==> config.mk <==
export PLATFORM = sky130hd
export DESIGN_NAME = steering_tag_region_table
export DESIGN_NICKNAME = d
export VERILOG_FILES = /design/src/rtl/core/strt_pkg.sv /design/src/rtl/core/strt_cell.sv /design/src/rtl/core/strt_ctrl.sv /design/src/rtl/core/steering_tag_region_table.sv
export VERILOG_INCLUDE_DIRS = /design/src /design/src/rtl/core
export SDC_FILE = /design/constraint.sdc
export NUM_CORES = 2
export LEC_CHECK = 0
export BUFFER_PORTS_ARGS = -buffer_cell sky130_fd_sc_hd__buf_2
export CORE_AREA = 2 2 472 474
export DETAILED_ROUTE_END_ITERATION = 12
export DIE_AREA = 0 0 474 476
export GPL_ROUTABILITY_DRIVEN = 0
export PLACE_DENSITY = 0.74
export SLEW_MARGIN = 15
export SYNTH_ARGS = -nofsm -noshare
export SYNTH_HDL_FRONTEND = slang
export SYNTH_SLANG_ARGS = --single-unit
==> constraint.sdc <==
create_clock -name clk -period 12.75 [get_ports clk]
set_clock_uncertainty 0.05 [all_clocks]
set_input_delay 1.9125 -clock clk [delete_from_list [all_inputs] [get_ports clk]]
set_output_delay 1.9125 -clock clk [all_outputs]
set_load 0.02 [all_outputs]
==> src/rtl/core/steering_tag_region_table_defines.svh <==
// assertion macros for the steering tag region table
// no dependencies; included by the files that assert
`ifndef STEERING_TAG_REGION_TABLE_DEFINES_SVH
`define STEERING_TAG_REGION_TABLE_DEFINES_SVH

`ifndef ASSERT_OFF
`define STRT_ASSERT_ALWAYS(label, clk, rst_n, expr) \
    label: assert property (@(posedge clk) disable iff (!rst_n) (expr)) \
        else $error("assertion failed");
`define STRT_ASSERT_NEXT(label, clk, rst_n, cond, expr) \
    label: assert property (@(posedge clk) disable iff (!rst_n) (cond) |=> (expr)) \
        else $error("assertion failed");
`else
`define STRT_ASSERT_ALWAYS(label, clk, rst_n, expr)
`define STRT_ASSERT_NEXT(label, clk, rst_n, cond, expr)
`endif

`endif

==> src/rtl/core/strt_pkg.sv <==
// types, codes and constants shared by the steering tag region table
// no dependencies
package strt_pkg;

    localparam int DEFAULT_TABLE_ENTRIES = 16;
    localparam int ENTRY_IDX_W           = 8;

    typedef enum logic [1:0] {
        OP_REGISTER   = 2'd0,
        OP_DEREGISTER = 2'd1,
        OP_CHECK      = 2'd2
    } opcode_t;

    typedef enum logic [1:0] {
        STATUS_OK           = 2'd0,
        STATUS_NOT_FOUND    = 2'd1,
        STATUS_OUT_OF_RANGE = 2'd2,
        STATUS_FULL         = 2'd3
    } status_t;

    typedef enum logic [1:0] {
        S_IDLE,
        S_WALK,
        S_DONE
    } state_t;

    typedef struct packed {
        logic                   active;
        logic [31:0]            key;
        logic                   found;
        logic [ENTRY_IDX_W-1:0] found_idx;
        logic                   free;
        logic [ENTRY_IDX_W-1:0] free_idx;
        logic [63:0]            hit_base;
        logic [31:0]            hit_len;
    } tok_t;

    typedef struct packed {
        logic                   en;
        logic                   clr;
        logic [ENTRY_IDX_W-1:0] idx;
        logic [31:0]            tag;
        logic [63:0]            base;
        logic [31:0]            len;
    } wr_t;

endpackage

==> src/rtl/core/strt_cell.sv <==
// one table entry: holds tag, base and length and passes the lookup beat on
// depends on strt_pkg
module strt_cell
    import strt_pkg::*;
#(
    parameter int IDX = 0
)
(
    input  logic clk,
    input  logic rst_n,
    input  tok_t tok_in,
    output tok_t tok_out,
    input  wr_t  wr
);

    logic        valid_reg;
    logic [31:0] tag_reg;
    logic [63:0] base_reg;
    logic [31:0] len_reg;
    logic        active_reg;
    tok_t        tok_reg;
    tok_t        tok_next;
    logic        wr_hit;

    assign wr_hit = wr.en && (wr.idx == ENTRY_IDX_W'(IDX));

    always_comb
    begin
        tok_next = tok_in;
        if (tok_in.active && valid_reg && !tok_in.found && tag_reg == tok_in.key)
        begin
            tok_next.found     = 1'b1;
            tok_next.found_idx = ENTRY_IDX_W'(IDX);
            tok_next.hit_base  = base_reg;
            tok_next.hit_len   = len_reg;
        end
        if (tok_in.active && !valid_reg && !tok_in.free)
        begin
            tok_next.free     = 1'b1;
            tok_next.free_idx = ENTRY_IDX_W'(IDX);
        end
    end

    always_ff @(posedge clk or negedge rst_n)
    begin
        if (!rst_n)
        begin
            valid_reg  <= 1'b0;
            active_reg <= 1'b0;
        end
        else
        begin
            active_reg <= tok_in.active;
            if (wr_hit)
            begin
                valid_reg <= !wr.clr;
            end
        end
    end

    always_ff @(posedge clk)
    begin
        tok_reg <= tok_next;
        if (wr_hit && !wr.clr)
        begin
            tag_reg  <= wr.tag;
            base_reg <= wr.base;
            len_reg  <= wr.len;
        end
    end

    always_comb
    begin
        tok_out        = tok_reg;
        tok_out.active = active_reg;
    end

endmodule

==> src/rtl/core/strt_ctrl.sv <==
// sequencer: takes a request, launches it down the cell chain, decides and
// commits the table update, and holds the result beat; depends on strt_pkg
module strt_ctrl
    import strt_pkg::*;
(
    input  logic         clk,
    input  logic         rst_n,
    input  logic         s_tvalid,
    output logic         s_tready,
    input  logic [191:0] s_tdata,
    input  logic [1:0]   s_tuser,
    output logic         m_tvalid,
    input  logic         m_tready,
    output logic [135:0] m_tdata,
    output tok_t         tok_first,
    input  tok_t         tok_last,
    output wr_t          wr
);

    state_t       state_reg;
    state_t       state_next;
    logic [1:0]   op_reg;
    logic [63:0]  base_reg;
    logic [31:0]  len_reg;
    logic [63:0]  off_reg;
    logic [130:0] res_reg;
    logic [130:0] res_next;
    logic         m_tvalid_reg;
    logic         m_tvalid_next;
    logic [135:0] m_tdata_reg;
    logic         accept;
    logic         arrive;
    logic         load;
    logic [63:0]  diff;
    logic [1:0]   status;
    logic [31:0]  atag;
    logic         removed;
    logic [63:0]  hbase;
    logic [31:0]  hlen;

    assign accept = s_tvalid && s_tready;
    assign arrive = (state_reg == S_WALK) && tok_last.active;
    assign load   = (state_reg == S_DONE) && (!m_tvalid_reg || m_tready);

    always_comb
    begin
        state_next = state_reg;
        unique case (state_reg)
            S_IDLE:
            begin
                if (accept)
                begin
                    state_next = S_WALK;
                end
            end
            S_WALK:
            begin
                if (tok_last.active)
                begin
                    state_next = S_DONE;
                end
            end
            S_DONE:
            begin
                if (!m_tvalid_reg || m_tready)
                begin
                    state_next = S_IDLE;
                end
            end
            default:
            begin
                state_next = S_IDLE;
            end
        endcase
    end

    always_comb
    begin
        s_tready = (state_reg == S_IDLE);

        tok_first        = '0;
        tok_first.active = accept;
        tok_first.key    = (s_tuser == OP_REGISTER) ? s_tdata[63:32] : s_tdata[31:0];

        diff    = off_reg - tok_last.hit_base;
        status  = STATUS_OK;
        atag    = '0;
        removed = 1'b0;
        hbase   = '0;
        hlen    = '0;
        wr      = '0;
        wr.tag  = base_reg[31:0];
        wr.base = base_reg;
        wr.len  = len_reg;

        unique case (op_reg)
            OP_REGISTER:
            begin
                atag = base_reg[31:0];
                if (tok_last.found)
                begin
                    wr.en  = arrive;
                    wr.idx = tok_last.found_idx;
                end
                else if (tok_last.free)
                begin
                    wr.en  = arrive;
                    wr.idx = tok_last.free_idx;
                end
                else
                begin
                    status = STATUS_FULL;
                end
            end
            OP_DEREGISTER:
            begin
                if (tok_last.found)
                begin
                    wr.en   = arrive;
                    wr.clr  = 1'b1;
                    wr.idx  = tok_last.found_idx;
                    removed = 1'b1;
                end
                else
                begin
                    status = STATUS_NOT_FOUND;
                end
            end
            OP_CHECK:
            begin
                if (tok_last.found)
                begin
                    hbase = tok_last.hit_base;
                    hlen  = tok_last.hit_len;
                    if (off_reg < tok_last.hit_base || diff > {32'd0, tok_last.hit_len})
                    begin
                        status = STATUS_OUT_OF_RANGE;
                    end
                end
                else
                begin
                    status = STATUS_NOT_FOUND;
                end
            end
            default:
            begin
                status = STATUS_OK;
            end
        endcase

        res_next      = {hlen, hbase, removed, atag, status};
        m_tvalid_next = load ? 1'b1 : (m_tready ? 1'b0 : m_tvalid_reg);
        m_tvalid      = m_tvalid_reg;
        m_tdata       = m_tdata_reg;
    end

    always_ff @(posedge clk or negedge rst_n)
    begin
        if (!rst_n)
        begin
            state_reg    <= S_IDLE;
            m_tvalid_reg <= 1'b0;
        end
        else
        begin
            state_reg    <= state_next;
            m_tvalid_reg <= m_tvalid_next;
        end
    end

    always_ff @(posedge clk)
    begin
        if (accept)
        begin
            op_reg   <= s_tuser;
            base_reg <= s_tdata[95:32];
            len_reg  <= s_tdata[127:96];
            off_reg  <= s_tdata[191:128];
        end
        if (arrive)
        begin
            res_reg <= res_next;
        end
        if (load)
        begin
            m_tdata_reg <= {5'd0, res_reg};
        end
    end

endmodule

==> src/rtl/core/steering_tag_region_table.sv <==
// steering tag region table: a row of entry cells searched by a beat that
// moves one cell per cycle. the result is held in an output register until
// taken; a new request is accepted only when the controller is idle again.
// rst_n is asynchronous, active low, and empties the table at once.
// depends on strt_pkg, strt_ctrl, strt_cell and the defines header
`include "steering_tag_region_table_defines.svh"

module steering_tag_region_table
    import strt_pkg::*;
#(
    parameter int TABLE_ENTRIES = DEFAULT_TABLE_ENTRIES
)
(
    input  logic         clk,
    input  logic         rst_n,
    input  logic         s_tvalid,
    output logic         s_tready,
    // key_tag, base_address, region_length, target_offset
    input  logic [191:0] s_tdata,
    // opcode
    input  logic [1:0]   s_tuser,
    output logic         m_tvalid,
    input  logic         m_tready,
    // status, assigned_tag, removed, hit_base, hit_length, zero pad
    output logic [135:0] m_tdata
);

    tok_t                 tok [TABLE_ENTRIES+1];
    wr_t                  wr;
    logic [TABLE_ENTRIES:0] tok_active;

    strt_ctrl u_ctrl (
        .clk       (clk),
        .rst_n     (rst_n),
        .s_tvalid  (s_tvalid),
        .s_tready  (s_tready),
        .s_tdata   (s_tdata),
        .s_tuser   (s_tuser),
        .m_tvalid  (m_tvalid),
        .m_tready  (m_tready),
        .m_tdata   (m_tdata),
        .tok_first (tok[0]),
        .tok_last  (tok[TABLE_ENTRIES]),
        .wr        (wr)
    );

    for (genvar i = 0; i < TABLE_ENTRIES; i++)
    begin : g_cell
        strt_cell #(
            .IDX (i)
        ) u_cell (
            .clk     (clk),
            .rst_n   (rst_n),
            .tok_in  (tok[i]),
            .tok_out (tok[i+1]),
            .wr      (wr)
        );
    end

    for (genvar i = 0; i <= TABLE_ENTRIES; i++)
    begin : g_active
        assign tok_active[i] = tok[i].active;
    end

    `STRT_ASSERT_ALWAYS(a_single_beat, clk, rst_n, $onehot0(tok_active))
    `STRT_ASSERT_NEXT(a_launch, clk, rst_n, s_tvalid && s_tready, tok_active[1])
    `STRT_ASSERT_NEXT(a_busy_after_walk, clk, rst_n, tok_active[TABLE_ENTRIES], !s_tready)
    `STRT_ASSERT_ALWAYS(a_commit_in_walk, clk, rst_n, !wr.en || tok_active[TABLE_ENTRIES])

endmodule
* Yosys cells after proc, flatten, opt, wreduce, memory -nomap -nowiden
Cells that the tools add are included. W data, S select, Z words.
Storage, ports and cells: bits in read-only memories 0, memories 0, word-level logic and storage cells 452, input bits 198, RAM bits 0, bits in latches 0, register bits after elaboration 4811, output and inout bits 138
Cells by class: order comparisons 2, add/sub/neg operators 1, divide/modulo/power cells 0, multipliers 0, bitwise operators 0, reductions and logical operators 170, eq/ne operators 38, shift-type cells 0, multiplexer cells 39
Operators with widths (number):
- $mux W96 | 15
- $eq A32 B32 Y1 | 16
- $logic_and A1 B1 Y1 | 113
- $eq A8 B4 Y1 const B | 8
- $gt A64 B32 Y1 | 1
- $lt A64 B64 Y1 | 1
- $sub A64 B64 Y64 | 1
- $logic_not A1 Y1 | 48
- $eq A8 B3 Y1 const B | 4
- $mux W32 | 1
- $mux W9 | 2
- $eq A8 B2 Y1 const B | 2
- $mux W8 | 2
- $pmux W8 S2 | 1
- $mux W2 | 7
- $pmux W2 S3 | 2
- $mux W10 | 1
- $eq A8 B1 Y1 const B | 1
- $logic_not A8 Y1 | 1
- $mux W1 | 7
- $logic_not A2 Y1 | 3
- $eq A2 B1 Y1 const B | 2
- $eq A2 B2 Y1 const B | 2
- $ne A2 B2 Y1 const B | 2
- other kinds (6) | 7

* Logic depth before layout (Yosys ltp)
depth in word-level cells 7, gate-level depth with buffers 25, mapped depth without buffers 25

* Hierarchy
From an unflattened synthesis, not the netlist that was laid out.
Unflattened totals: cells, all modules 8898, area total of the unflattened synthesis 156701.5 µm²
By module, submodules not included:
- strt_cell (g_cell[10].u_cell ...) | instances 5, cells an instance 453, area each 8504.4 µm², sequential area each 6816.5 µm²
- strt_cell (g_cell[15].u_cell ...) | instances 5, cells an instance 453, area each 8501.9 µm², sequential area each 6816.5 µm²
- strt_cell (g_cell[11].u_cell ...) | instances 4, cells an instance 455, area each 8506.9 µm², sequential area each 6816.5 µm²
- strt_ctrl | instances 1, cells an instance 1640, area each 20637.3 µm², sequential area each 12807.3 µm²
- strt_cell (g_cell[3].u_cell) | instances 1, cells an instance 455, area each 8505.7 µm², sequential area each 6816.5 µm²
- strt_cell (g_cell[0].u_cell) | instances 1, cells an instance 453, area each 8499.4 µm², sequential area each 6816.5 µm²

* Least setup slack after synthesis
OpenSTA, ideal clock, no wires.
kind input to register, start point in m_tready, end point reg u_ctrl.m_tdata_reg[0], in the netlist u_ctrl.m_tdata[0], enable pin, library setup time 0.638 ns, data arrival time 7.814 ns, cell stages on the path 2, required time 12.062 ns, slack 4.247 ns, path buffers 0, path through nand2b_1 > nor2b_1
Between the ends: word-level cells in the longest chain between the ends 2
RTL lines:
- from (decl) | RTL line steering_tag_region_table.sv:23 | input logic m_tready,
- $logic_or A1 B1 Y1 | RTL line strt_ctrl.sv:43 | assign load = (state_reg == S_DONE) && (!m_tvalid_reg || m_tready);
- $logic_and A1 B1 Y1 | RTL line strt_ctrl.sv:43
- named net u_ctrl.load | RTL line strt_ctrl.sv:33 | logic load;
- to (signal assigned) | RTL line strt_ctrl.sv:186 | m_tdata_reg <= {5'd0, res_reg};
- to (decl) | RTL line strt_ctrl.sv:30 | logic [135:0] m_tdata_reg;
The timed path passes the listed nets, and every way through them passes these cells. A chain may end at the register's enable or synchronous reset.

* Worst setup path after layout
start point reg u_ctrl.off_reg[0], end point reg u_ctrl.res_reg[1], data pin
Between the ends: word-level cells in the longest chain between the ends 6, elaborated cells between the ends (all ways) 7, classes of those cells 1 x add/sub; 2 x order compare; 3 x mux; 1 x reduce/logical
RTL lines:
- from (decl) | RTL line strt_ctrl.sv:25 | logic [63:0] off_reg;
- from (signal assigned) | RTL line strt_ctrl.sv:178 | off_reg <= s_tdata[191:128];
- $sub A64 B64 Y64 | RTL line strt_ctrl.sv:85 | diff = off_reg - tok_last.hit_base;
- $gt A64 B32 Y1 | RTL line strt_ctrl.sv:135 | if (off_reg < tok_last.hit_base || diff > {32'd0, tok_last.hit_len})
- $logic_or A1 B1 Y1 * | RTL line strt_ctrl.sv:135
- $mux W2 * | RTL line strt_ctrl.sv:135
- $mux W2 * | RTL line strt_ctrl.sv:131 | if (tok_last.found)
- $pmux W2 S3 * | RTL line strt_ctrl.sv:96 | unique case (op_reg)
- named net u_ctrl.status[1] | RTL line strt_ctrl.sv:35 | logic [1:0] status;
- to (signal assigned) | RTL line strt_ctrl.sv:182 | res_reg <= res_next;
- to (decl) | RTL line strt_ctrl.sv:26 | logic [130:0] res_reg;
Mark *: on every way through the listed nets, which the timed path passes. The rest lies on a longest branch.

==> impl_results.md <==
* Count of TritonRoute iterations in the first routing pass at 7
* Number of enable-type register cells in the synthesized netlist at a little under 2000
* Height of the die at ~480 um
* Most common flop cell mapped by yosys: dfxtp_1
* Clk pin slew, worst setup/hold paths at about 60 ps
* Sort of element at the end of the critical path: register
* Cell Rows at around 170
* Ys async rst share at 0.008452
* Max stage delay on crit path at between 500 and 600 ps
* Initial antenna violation count at 16
* Number of buffers and inverters on the critical path at 1
* Post-DR wirelength/cell at between 20 and 25 um
* Shortest period the worst path allows at 5951 ps
* Type of element launching the critical path: register
* Vias in the first global route at 65580
* Category of the critical setup timing path: reg2reg
* Detailed Route WL at between 200000 and 300000 um
* Setup repair after global routing missed its margin: false
* Global-route congestion overflow total at 0
* Worst-path maximum fanout at 4
* Slack of the worst reg-to-reg path at a little under 7000 ps
* Maximum ir drop on the vdd rail at between 0.1 and 0.15 mV
* Worst skew pair latency at roughly 960 ps
* Global routing usage on met1 at 0.3545
* CTS Sinks at 4141
* Crit path DAT at around 6600 ps
* Yosys top cell area share at 0.4392
* Initial cell density of the core at 0.6064
* Power density normalized to cell area at ~170 mW/mm^2
* Number of DRC markers in iteration 0 at 5295
* Count of unresolved DRC violations after routing at 0
* Met2 track demand over resource in global routing at 0.3724
* Path type of the worst min-delay path: reg2reg
* TritonCTS clock tree: done
* Post-DP HPWL at around 180000 um
* Count of boundary I/O pins at approximately 340
* Maximum number of pins on one net before global-route repair at 97
* Tightest Pin Transition at 1344 ps
* Number of warnings reported in the yosys synthesis log at 0
* Largest delay contributor family on the critical path: simple AND/OR/NAND/NOR gates
* Total of endpoints with negative setup slack in the final report at 0
* Final period utilization at 0.4667
* Final hold vios at 0
* Number of cells upsized or downsized after cts at 0
* Cell-by-cell listing of the critical path: inv_1 -> ha_1 -> fa_1 -> nand2b_1 -> a21oi_1 -> o21ai_0 -> and3_1 -> nor3_1 -> nor2_1 -> o21a_1 -> o21ai_0 -> xor2_1 -> ha_1 -> nand4_1 -> nor4_1 -> a21oi_1 -> o31ai_1 -> nand4b_1 -> nor3_1 -> nand4_1 -> or4b_4 -> nor4_2 -> nand4_1 -> o31a_1
* Slowest stage cell, crit path: or4b_4
* Count of buffers from port buffering at 330
* Vias per Instance at 5.461
* LEAKAGE at 56.75 nW
* Relative slew margins at 0.1040
* Number of buffers created by CTS at approximately 400
* Number of max-slew violations in the final report at 0
* H-tree Lvls at 5
* Most instantiated library cell after synthesis: dfxtp_1
* Clock tree root buffer cell: clkbuf_16
* Leading post-synthesis cells by instance count: 2146 x dfxtp_1, 1960 x edfxtp_1, 1467 x mux2_2
* Synthesized area per cell at between 15 and 20 um^2
* Max FFs per register at between 2000 and 2500
* Post-Syn Area at 0.1340 mm^2
* Post-synthesis sequential area ratio at 0.7663
* Number of violations of the max-capacitance limit at 0
* Area grow syn2layout at 14.06%
* Setup TNS at 0 ps
* Highest clock frequency the design can meet at ~0.17 GHz
* Most area-hungry cell type in the Yosys netlist: edfxtp_1
* Layer with the highest usage: met2
* GRT Resource Usage Total at 0.2427
* Share of post-route cells with drive strength above 1 at 0.3009
* Post-CTS Hold Buffers at 0
* Die width at approximately 470 um
* Wire length of the first global-routing pass at 412300 um
* Data required time at the worst endpoint at around 13000 ps
* Outcome: finished, final reports clean
* Vias at ~64000
* Pwr Total at around 26 mW
* Count of nets left with antenna violations after detail routing at 0
* Core footprint at 0.2210 mm^2
* Largest cells by area after synthesis: edfxtp_1 44%, dfxtp_1 32%, mux2_2 12%, xnor2_1 2.5%, xor2_1 1.1%
* Bufs on Longest Clock Path at 4
* Register bit count reported by yosys at between 4000 and 5000
* Post-CTS setup buffers at 0
* Routing usage on met3 at 0.03330
* Synthesized instance count at approximately 7800
* Number of nets in the layout at between 8000 and 9000
* Cell mode on critical path: nand4_1
* Distinct cells, synth at 85
* Overall die area at approximately 0.23 mm^2
==> worst reg2reg max path: stages (launching register included) <==
cell,delay (ps)
edfxtp_1,320
inv_1,40
ha_1,220
fa_1,410
nand2b_1,180
a21oi_1,350
o21ai_0,210
and3_1,230
nor3_1,190
nor2_1,120
o21a_1,240
o21ai_0,290
xor2_1,120
ha_1,300
nand4_1,170
nor4_1,440
a21oi_1,130
o31ai_1,120
nand4b_1,150
nor3_1,210
nand4_1,130
or4b_4,510
nor4_2,160
nand4_1,120
o31a_1,270
==> layout by cell type (no fill, tap or decap), types with 68 or more instances in the layout <==
| master | instances |
|---|---|
| a21oi_1 | 103 |
| and2_1 | 227 |
| buf_2 | 330 |
| buf_4 | 82 |
| clkbuf_1 | 80 |
| clkbuf_16 | 409 |
| clkbuf_8 | 68 |
| dfxtp_1 | 2146 |
| edfxtp_1 | 1960 |
| ha_1 | 96 |
| inv_1 | 118 |
| mux2_2 | 1467 |
| nand2_1 | 115 |
| nand4_1 | 117 |
| nor2_1 | 93 |
| o21ai_0 | 69 |
| or2_2 | 74 |
| xnor2_1 | 376 |
| xor2_1 | 174 |
==> path summary, 6_finish.rpt <==
check / to / start / cells after the start
worst min register to register: g_cell[4].u_cell.tok_out[114] / g_cell[3].u_cell.tok_out[114] / 0
worst min-delay path: g_cell[4].u_cell.tok_out[114] / g_cell[3].u_cell.tok_out[114] / 0
worst max register to register: u_ctrl.res_reg[1] / u_ctrl.off_reg[0] / 24
worst max-delay path: u_ctrl.res_reg[1] / u_ctrl.off_reg[0] / 24
max in group asynchronous: u_ctrl.m_tvalid / rst_n / 1
min in group asynchronous: g_cell[0].u_cell.active_reg / rst_n / 1
==> per-layer routing <==
layer,routed length [um],vias to the layer above
li1,-,29440
met1,125700,31990
met2,122900,2108
met3,15360,624
met4,10600,4
met5,26,-
==> cell type report <==
type / count / area [um^2]
clock inverters: 167 / 1998
inverters: 120 / 455.4
fillers: 13990 / 68150
clock buffers: 557 / 11470
repair buffers: 413 / 2278
diodes: 15 / 37.54
flip-flops and latches: 4141 / 102700
multi-input cells: 3363 / 30200
well taps: 2975 / 3722
==> power by group <==
| group | internal, mW | switching, mW | total, mW |
|---|---|---|---|
| clock network | 7.13 | 4.77 | 11.9 |
| logic | 0.142 | 0.143 | 0.285 |
| registers | 14.0 | 0.136 | 14.1 |
==> per-stage QoR <==
stage / area [um^2] / worst slack, ps / hold slack [ps] / std cells / utilization
after floorplan: 134000 / 4247 / 298.9 / 7847 / -
after global placement: 139300 / 6415 / 304.6 / 11010 / 0.6304
after detailed placement: 139300 / 6338 / 304.7 / 11010 / 0.6304
after CTS: 152800 / 7017 / 289.4 / 11740 / 0.6914
after global routing: 152800 / 6224 / 305.9 / 11740 / 0.6915
final: 152900 / 6799 / 297.6 / 11750 / 0.6916
==> kinds of logic (layout without fill, tap and decap cells) <==
logic type / count (synthesis) / in the layout / synth area share
flip-flops: 4141 / 4141 / 0.7663
multiplexers: 1481 / 1481 / 0.1244
AND/OR/NAND/NOR: 912 / 912 / 0.03875
XOR/XNOR: 550 / 550 / 0.03594
buffers and inverters: 343 / 1257 / 0.01031
AO/OA/AOI/OAI: 318 / 318 / 0.01521
adder cells (fa/ha/maj): 97 / 97 / 0.009112
other: 1 / 20 / 0.00002798
No activity file was read; power rests on OpenSTA's default activity.
